`src/hw/rtl/ptns_pkg.sv`:
```
// Package: shared types and constants of the priority tune note sequencer.
`default_nettype none

package ptns_pkg;

    localparam int TUNE_DEPTH_DEFAULT = 256;

    localparam int WORD_W     = 32;
    localparam int HALF_W     = 16;
    localparam int BYTE_W     = 8;
    localparam int CMD_W      = 2;
    localparam int VOLUME_W   = 2;
    localparam int ELAPSED_W  = 18;
    localparam int CFG_IDX_W  = 1;
    localparam int CFG_DATA_W = 16;
    localparam int DIV_STEPS  = 16;
    localparam int DIV_CNT_W  = $clog2(DIV_STEPS + 1);

    localparam logic [HALF_W-1:0]    TONE_CLOCK    = 16'd50000;
    localparam logic [HALF_W-1:0]    STOP_COMPARE  = 16'd5001;
    localparam logic [HALF_W-1:0]    STOP_PERIOD   = 16'd5000;
    localparam logic [HALF_W-1:0]    FIXED_COMPARE = 16'd5000;
    localparam logic [HALF_W-1:0]    PERIOD_RESET  = 16'd999;
    localparam logic [HALF_W-1:0]    COMPARE_RESET = 16'd500;
    localparam logic [ELAPSED_W-1:0] ELAPSED_MAX   = 18'h3FFFF;
    localparam logic [VOLUME_W-1:0]  VOLUME_RESET  = 2'd3;
    localparam logic [HALF_W-1:0]    PAUSE_RESET   = 16'd1;

    localparam logic [VOLUME_W-1:0] VOL_FIXED   = 2'd0;
    localparam logic [VOLUME_W-1:0] VOL_EIGHTH  = 2'd1;
    localparam logic [VOLUME_W-1:0] VOL_QUARTER = 2'd2;
    localparam logic [VOLUME_W-1:0] VOL_HALF    = 2'd3;

    localparam logic [CFG_IDX_W-1:0] CFG_VOLUME = 1'd0;
    localparam logic [CFG_IDX_W-1:0] CFG_PAUSE  = 1'd1;

    typedef enum logic [CMD_W-1:0] {
        CMD_LOAD = 2'd0,
        CMD_PLAY = 2'd1,
        CMD_TICK = 2'd2
    } cmd_code_t;

    typedef struct packed {
        logic [CMD_W-1:0]  command;
        logic [BYTE_W-1:0] word_address;
        logic [WORD_W-1:0] note_word;
        logic [BYTE_W-1:0] tune_start;
        logic [BYTE_W-1:0] request_priority;
    } in_item_t;

    typedef struct packed {
        logic              timer_enable;
        logic [HALF_W-1:0] period;
        logic [HALF_W-1:0] compare;
        logic              counter_restart;
        logic              pin_forced_low;
        logic              note_active;
        logic [BYTE_W-1:0] current_priority;
        logic [BYTE_W-1:0] note_index;
    } out_item_t;

    typedef struct packed {
        logic latch_in;
        logic play_take;
        logic tick_count;
        logic stop;
        logic addr_fetch;
        logic addr_load;
        logic reduce_step;
        logic mem_write;
        logic mem_read;
        logic apply_note;
        logic div_start;
        logic div_step;
        logic div_finish;
        logic out_load;
    } ctl_cmd_t;

    typedef struct packed {
        cmd_code_t command;
        logic      prio_ok;
        logic      expire;
        logic      addr_over;
        logic      tone_normal;
        logic      div_done;
        logic      out_busy;
    } ctl_status_t;

endpackage

`default_nettype wire

```
`src/hw/rtl/ptns_ctrl.sv`:
```
// Controller: sequences load, play and tick transactions over the datapath.
`default_nettype none

module ptns_ctrl (
    input  wire logic                  clk,
    input  wire logic                  rst_n,
    input  wire logic                  in_valid,
    output logic                       in_ready,
    input  wire ptns_pkg::ctl_status_t status,
    output ptns_pkg::ctl_cmd_t         cmd
);

    typedef enum logic [3:0] {
        ST_IDLE,
        ST_DISPATCH,
        ST_CHECK,
        ST_FETCH_ADDR,
        ST_REDUCE,
        ST_WRITE,
        ST_READ,
        ST_APPLY,
        ST_DIV,
        ST_DONE
    } state_t;

    state_t state_reg;
    state_t state_next;

    always_ff @(posedge clk or negedge rst_n)
    begin
        if (!rst_n)
        begin
            state_reg <= ST_IDLE;
        end
        else
        begin
            state_reg <= state_next;
        end
    end

    always_comb
    begin
        state_next = state_reg;
        cmd        = '0;
        in_ready   = 1'b0;
        unique case (state_reg)
            ST_IDLE:
            begin
                in_ready = 1'b1;
                if (in_valid)
                begin
                    cmd.latch_in = 1'b1;
                    state_next   = ST_DISPATCH;
                end
            end
            ST_DISPATCH:
            begin
                unique case (status.command)
                    ptns_pkg::CMD_LOAD:
                    begin
                        cmd.addr_load = 1'b1;
                        state_next    = ST_REDUCE;
                    end
                    ptns_pkg::CMD_PLAY:
                    begin
                        if (status.prio_ok)
                        begin
                            cmd.play_take = 1'b1;
                            state_next    = ST_FETCH_ADDR;
                        end
                        else
                        begin
                            state_next = ST_DONE;
                        end
                    end
                    ptns_pkg::CMD_TICK:
                    begin
                        cmd.tick_count = 1'b1;
                        state_next     = ST_CHECK;
                    end
                    default:
                    begin
                        state_next = ST_DONE;
                    end
                endcase
            end
            ST_CHECK:
            begin
                if (status.expire)
                begin
                    cmd.stop   = 1'b1;
                    state_next = ST_FETCH_ADDR;
                end
                else
                begin
                    state_next = ST_DONE;
                end
            end
            ST_FETCH_ADDR:
            begin
                cmd.addr_fetch = 1'b1;
                state_next     = ST_REDUCE;
            end
            ST_REDUCE:
            begin
                if (status.addr_over)
                begin
                    cmd.reduce_step = 1'b1;
                end
                else if (status.command == ptns_pkg::CMD_LOAD)
                begin
                    state_next = ST_WRITE;
                end
                else
                begin
                    state_next = ST_READ;
                end
            end
            ST_WRITE:
            begin
                cmd.mem_write = 1'b1;
                state_next    = ST_DONE;
            end
            ST_READ:
            begin
                cmd.mem_read = 1'b1;
                state_next   = ST_APPLY;
            end
            ST_APPLY:
            begin
                cmd.apply_note = 1'b1;
                if (status.tone_normal)
                begin
                    cmd.div_start = 1'b1;
                    state_next    = ST_DIV;
                end
                else
                begin
                    state_next = ST_DONE;
                end
            end
            ST_DIV:
            begin
                if (status.div_done)
                begin
                    cmd.div_finish = 1'b1;
                    state_next     = ST_DONE;
                end
                else
                begin
                    cmd.div_step = 1'b1;
                end
            end
            ST_DONE:
            begin
                if (!status.out_busy)
                begin
                    cmd.out_load = 1'b1;
                    state_next   = ST_IDLE;
                end
            end
            default:
            begin
                state_next = ST_IDLE;
            end
        endcase
    end

endmodule

`default_nettype wire

```
`config.mk`:
```
export PLATFORM = sky130hd
export DESIGN_NAME = ptns_ctrl
export DESIGN_NICKNAME = d
export VERILOG_FILES = /design/src/hw/rtl/ptns_pkg.sv /design/src/hw/rtl/ptns_ctrl.sv
export SDC_FILE = /design/constraint.sdc
export NUM_CORES = 1
export LEC_CHECK = 0
export BUFFER_PORTS_ARGS = -buffer_cell sky130_fd_sc_hd__buf_2
export CAP_MARGIN = 15
export CORE_AREA = 2 2 39 41
export CTS_CLUSTER_SIZE = 8
export DETAILED_ROUTE_END_ITERATION = 6
export DIE_AREA = 0 0 41 43
export GPL_ROUTABILITY_DRIVEN = 0
export PLACE_DENSITY = 0.72
export SYNTH_ARGS = -nofsm -noshare
export SYNTH_HDL_FRONTEND = slang
export SYNTH_SLANG_ARGS = --single-unit
```
`constraint.sdc`:
```
create_clock -name clk -period 2.4 [get_ports clk]
set_input_delay 0 -clock clk [delete_from_list [all_inputs] [get_ports clk]]
set_output_delay 0 -clock clk [all_outputs]
set_load 0.05 [all_outputs]
```
==> reports/results.txt, run 1 <==
Crit path arrival time: 1900 ps
Hold Fails Final Rpt: 0
# Post-CTS Setup Buffers: 0
Worst rel slew slack: 0.600
VDD IR max: 0.431 mV
Die height: 43 um
Reg-to-reg slack, setup: 740 ps
Worst hold margin: 89.3 ps
Fill cells: 149
RR Startpoint: state_reg[0]
CTS Buf Count: 3
First-pass GRT wire length: 1.93 mm
Cell Rows: 14
Leak: 0.301 nW
Placed Area: 617 um2
Io pins: 26
Worst setup SP type: flop
CTS H-tree lvls: 1
Synth Area per Inst: 7.36 um2
Post-synth cell types: 28
Final setup margin: 500 ps
Req. time, crit path: 2400 ps
Max Freq: 0.526 GHz
Max Slew Vio Count: 0
Crit path max-delay family: simple AND/OR/NAND/NOR gates
DR vias: 575
HP Class: in2reg
Worst skew pair latency: 240 ps
Clock Sinks: 4
Worst reg2reg endpoint: state_reg[0]
Antenna violations before repair: 0
#FFs+latches synth: 4
CTS max path bufs: 2
Actual slew at the worst max-slew pin: 600 ps
Power Density: 1420 nW/um2
DRC: 0
Max-cap viol count: 0
CP Class: reg2out
Slowest cell on the critical path: dfrtp_1
Routed Antenna Nets: 0
CP max stage delay: 690 ps
Instance count on the critical path: 3
Core area: 1380 um2
Share of layout cells above drive strength 1: 0.380
Synth Instances: 69
Most common cell after layout, fill and taps aside: buf_2
Die ar.: 1760 um2
Worst Setup SP: state_reg[0]
Initial Utilization: 0.367
Crit path to: cmd[8]
Max reg flops: 4
Worst-path clk slew: 30 ps
HP Start: status[0]
Fin area: 649 um2
Commonest non-fill, non-tap cells in the layout: buf_2 (25), nor2_1 (12), nand2b_1 (6)
Crit share post-route: 0.792
Worst setup EP type: output port
Minimum clock period after layout: 1900 ps
Vias per inst: 5.32
Worst path cell trace: or4b_4 > nor3_1 > buf_2
Sum of net half-perimeters after detailed placement: 873 um
PortBufs: 25
TritonCTS clock tree: built
Final clock skew: 8.48 ps
GRT Residual Overflow: 0
Net Count, Synth: 80
Area Overhead vs Synth: 27.8%
Drt initial violations: 11
Die width: 41 um
Setup TNS Final: 0 ps
RSZ-0062 raised after global routing: false
Endpoints failing setup: 0
Sequential-to-total area share from yosys stat: 0.197
Drt wl/cell: 11.4 um
1st-pass router iterations: 4
Synth Warn #: 0
DRT Wirelength: 1.23 mm
Mapped Area: 508 um2
Largest net degree at the start of global routing: 21
Buffers & Inverters on Critical Path: 1
Vias in the first global route: 474
Status: completed
CTS root buf: clkbuf_4
Total GRT Usage: 0.155
Worst R2R Path Depth: 4
Final layout net count: 105
Setup WS pre-CTS: 732 ps
ANT cells: 0
CP Max Fanout: 20
-- worst min-delay path, cell delays in order --
cell      delay [ps]
buf_2            110
nand4b_1          90
o21ai_1           70
-- stage by stage --
step	cells	power (mW)	utilization
final	108	0.920	0.469
after global routing	108	0.999	0.469
after CTS	108	0.923	0.469
after detailed placement	104	0.836	0.446
after global placement	104	0.824	0.446
after floorplan	69	0.764	-
-- cell families after synthesis --
logic type | after synthesis | synth area share
AND/OR/NAND/NOR | 42 | 0.480
buffers and inverters | 6 | 0.0837
AO/OA/AOI/OAI | 17 | 0.239
flip-flops | 4 | 0.197
-- cells in the mapped netlist --
cell / instances / area (um2)
nand2_1: 3 / 11.3
a211oi_1: 2 / 15.0
a211oi_2: 1 / 12.5
nand3_1: 1 / 5.00
nor2_1: 12 / 45.0
nor2b_1: 2 / 12.5
o21bai_2: 1 / 11.3
nor4b_1: 2 / 17.5
o21ai_1: 2 / 10.0
nor3_1: 3 / 15.0
and2_1: 2 / 12.5
nor4_1: 2 / 12.5
or3_1: 1 / 6.26
dfrtp_1: 4 / 100
and4b_1: 1 / 10.0
nor3b_1: 2 / 15.0
a21oi_2: 1 / 8.76
a31oi_1: 1 / 6.26
nand3b_1: 2 / 15.0
or4b_4: 1 / 13.8
a21oi_1: 3 / 15.0
nand2b_1: 6 / 37.5
o221a_2: 2 / 22.5
nand4b_1: 1 / 8.76
buf_2: 4 / 20.0
and3_1: 1 / 6.26
buf_6: 2 / 22.5
o21ai_0: 4 / 20.0
-- layout make-up --
cell class | instances | area [um2] | share of cell area
well taps | 16 | 20.0 | 0.0308
flip-flops and latches | 4 | 100 | 0.154
multi-input cells | 59 | 372 | 0.572
clock buffers | 3 | 22.5 | 0.0347
repair buffers | 26 | 135 | 0.208
-- what timing repair did --
item / 4_1_cts / 5_1_grt
endpoints found under the hold margin: 4 / 0
hold buffers: 1 / 0
resized for setup: 0 / 0
-- where the power goes --
group / leakage [nW] / switching, mW / internal [mW]
combinational: 0.235 / 0.361 / 0.225
sequential: 0.0521 / 0.151 / 0.0989
clock: 0.0138 / 0.0283 / 0.0560
-- worst min path at each step --
stage	cells after the start	slack, ps	end
2_1_floorplan	0	-300	state_reg[0]
3_5_place_dp	1	-190	state_reg[3]
3_3_place_gp	1	-190	state_reg[3]
6_report	3	90	state_reg[0]
5_1_grt	3	100	state_reg[0]
4_1_cts	2	90	state_reg[3]
-- layer usage --
metal / share of wire / up-vias / global-route usage
met3: 0.039 / 2 / 0.0157
met5: 0 / - / 0
li1: - / 300 / -
met2: 0.48 / 11 / 0.247
met4: 0.014 / 0 / 0.0800
met1: 0.47 / 262 / 0.196
Note: power is estimated with default switching activity, not from simulation.
==> inputs of run 2 (changes only) <==
--- a/config.mk
+++ b/config.mk
@@ -7,12 +7,12 @@
 export LEC_CHECK = 0
 export BUFFER_PORTS_ARGS = -buffer_cell sky130_fd_sc_hd__buf_2
 export CAP_MARGIN = 15
-export CORE_AREA = 2 2 39 41
+export CORE_MARGIN = 2
+export CORE_UTILIZATION = 39
 export CTS_CLUSTER_SIZE = 8
 export DETAILED_ROUTE_END_ITERATION = 6
-export DIE_AREA = 0 0 41 43
 export GPL_ROUTABILITY_DRIVEN = 0
-export PLACE_DENSITY = 0.72
+export PLACE_DENSITY = 0.76
 export SYNTH_ARGS = -nofsm -noshare
 export SYNTH_HDL_FRONTEND = slang
 export SYNTH_SLANG_ARGS = --single-unit
==> constraint.sdc (replaced) <==
create_clock -name clk -period 1.7 [get_ports clk]
set_input_delay 0 -clock clk [delete_from_list [all_inputs] [get_ports clk]]
set_output_delay 0 -clock clk [all_outputs]
set_load 0.05 [all_outputs]
==> run 2 against run 1 <==
  * Cell area rose by 11%
  * Sequential cell count did not move
  * Clock power rose by 46%
  * Register-to-register slack got worse by 590 ps
  * Global-route usage rose by 4.2 points
==> reports/results.txt, run 2 (synthesized netlist as in run 1, its figures left out) <==
Register area: 101 um2 (was 100 um2)
Setup WS pre-CTS: 144 ps (was 732 ps)
TritonCTS clock tree: built (unchanged)
Placed insts: 108 (was 104)
DRT Wirelength: 1.36 mm (was 1.23 mm)
Hold Fails Final Rpt: 0 (unchanged)
Status: completed (unchanged)
Final clock skew: 3.84 ps (was 8.48 ps)
Sum of net half-perimeters after detailed placement: 1.07 mm (was 873 um)
Worst-path clk slew: 40 ps (was 30 ps)
Crit path arrival time: 1620 ps (was 1900 ps)
Share of layout cells above drive strength 1: 0.474 (was 0.380)
CTS Buf Count: 3 (unchanged)
WL met2: 676 um (was 588 um)
Placed Area: 684 um2 (was 617 um2)
Drt initial violations: 8 (was 11)
Cell Rows: 13 (was 14)
HP Class: in2reg (unchanged)
Io pins: 26 (unchanged)
Multi-input gate area: 403 um2 (was 372 um2)
Fin area: 721 um2 (was 649 um2)
Fill cells: 121 (was 149)
M1 WL: 574 um (was 580 um)
Clock Sinks: 4 (unchanged)
Non-Filler Instances: 112 (was 108)
VDD IR max: 0.790 mV (was 0.431 mV)
1st-pass router iterations: 4 (unchanged)
Leak: 0.333 nW (was 0.301 nW)
Die width: 40.1 um (was 41 um)
Total GRT Usage: 0.198 (was 0.155)
Die ar.: 1610 um2 (was 1760 um2)
Commonest non-fill, non-tap cells in the layout: buf_2 (24), nor2_1 (11), nand2b_1 (6) (was buf_2 (25), nor2_1 (12), nand2b_1 (6))
Max Slew Vio Count: 0 (unchanged)
Power Density: 2010 nW/um2 (was 1420 nW/um2)
Final Core Density: 0.575 (was 0.469)
Max Used Layer: met4 (unchanged)
Crit share post-route: 0.954
DRC: 0 (unchanged)
CP Max Fanout: 8 (was 20)
Worst rel slew slack: 0.773 (was 0.600)
DR vias: 594 (was 575)
Largest net degree at the start of global routing: 16 (was 21)
Antenna violations before repair: 0 (unchanged)
Die height: 40.1 um (was 43 um)
Max reg flops: 4 (unchanged)
Actual slew at the worst max-slew pin: 336 ps (was 600 ps)
Worst setup EP type: output port (unchanged)
Max Freq: 0.616 GHz
Vias per inst: 5.30 (was 5.32)
Vias in the first global route: 491 (was 474)
Final setup margin: 77.7 ps (was 500 ps)
ANT cells: 0 (unchanged)
Minimum clock period after layout: 1620 ps
Req. time, crit path: 1700 ps (was 2400 ps)
CP Class: reg2out (unchanged)
Area Overhead vs Synth: 41.9% (was 27.8%)
Initial Utilization: 0.406 (was 0.367)
Worst setup SP type: flop (unchanged)
Final layout net count: 110 (was 105)
CTS max path bufs: 2 (unchanged)
# Post-CTS Setup Buffers: 0 (unchanged)
CTS root buf: clkbuf_4 (unchanged)
PortBufs: 25 (unchanged)
CTS H-tree lvls: 1 (unchanged)
Most common cell after layout, fill and taps aside: buf_2 (unchanged)
Max-cap viol count: 0 (unchanged)
Routed Antenna Nets: 0 (unchanged)
Endpoints failing setup: 0 (unchanged)
First-pass GRT wire length: 1.99 mm (was 1.93 mm)
Core area: 1250 um2 (was 1380 um2)
Worst skew pair latency: 240 ps (about the same)
Drt wl/cell: 12.2 um (was 11.4 um)
GRT Residual Overflow: 0 (unchanged)
DR WL met3: 60 um (was 48 um)
RSZ-0062 raised after global routing: false (unchanged)
==> run 2: cell count changes in the layout (fill, tap and decap cells not counted), sizes merged <==
cell    change
clkbuf      +1
buf         +4
==> run 2: metal layers <==
| layer | up-vias | global-route usage |
|---|---|---|
| met5 | - | 0 |
| met4 | 0 | 0.181 |
| met3 | 5 | 0.0333 |
| met2 | 21 | 0.347 |
| met1 | 257 | 0.196 |
| li1 | 311 | - |
==> run 2: final cells by class <==
class | instances | area share
Sequential cell | 4 | 0.141
Timing Repair Buffer | 31 | 0.243
Clock buffer | 3 | 0.0313
Multi-Input combinational cell | 59 | 0.559
Tap cell | 15 | 0.0260
==> run 2: path summary, 6_finish.rpt <==
path                                   start            to  slack [ps]  cells past startpoint
worst max-delay path            state_reg[0]        cmd[8]          80                      3
worst min-delay path               status[0]  state_reg[0]          70                      3
worst max register to register  state_reg[0]  state_reg[3]         150                      5
worst min register to register  state_reg[3]  state_reg[2]         620                      2
max in group asynchronous              rst_n  state_reg[2]        1470                      2
min in group asynchronous              rst_n  state_reg[0]          90                      2
==> run 2: report_power, final <==
| part | switching, mW | total (mW) | internal (mW) |
|---|---|---|---|
| logic | 0.708 | 1.11 | 0.405 |
| registers | 0.0705 | 0.216 | 0.146 |
| clock network | 0.0435 | 0.123 | 0.0793 |
==> run 2: critical path: stages, from the launching register on <==
cell	delay, ps
dfrtp_1	460
or4b_4	540
nor3_2	110
buf_2	270
==> run 2: timing repair <==
item	4_1_cts	5_1_grt
setup endpoints to repair	0	4
resized for setup	0	2
endpoints found under the hold margin	4	0
hold buffers	1	0
==> run 2: stage by stage <==
| stage | power (mW) | TNS, ps | hold slack, ps |
|---|---|---|---|
| after global placement | 1.30 | 0 | -194 |
| after detailed placement | 1.33 | 0 | -192 |
| after CTS | 1.46 | 0 | 63.6 |
| after floorplan | 1.13 | -123 | -296 |
| final | 1.45 | 0 | 68.1 |
| after global routing | 1.56 | 0 | 67.9 |
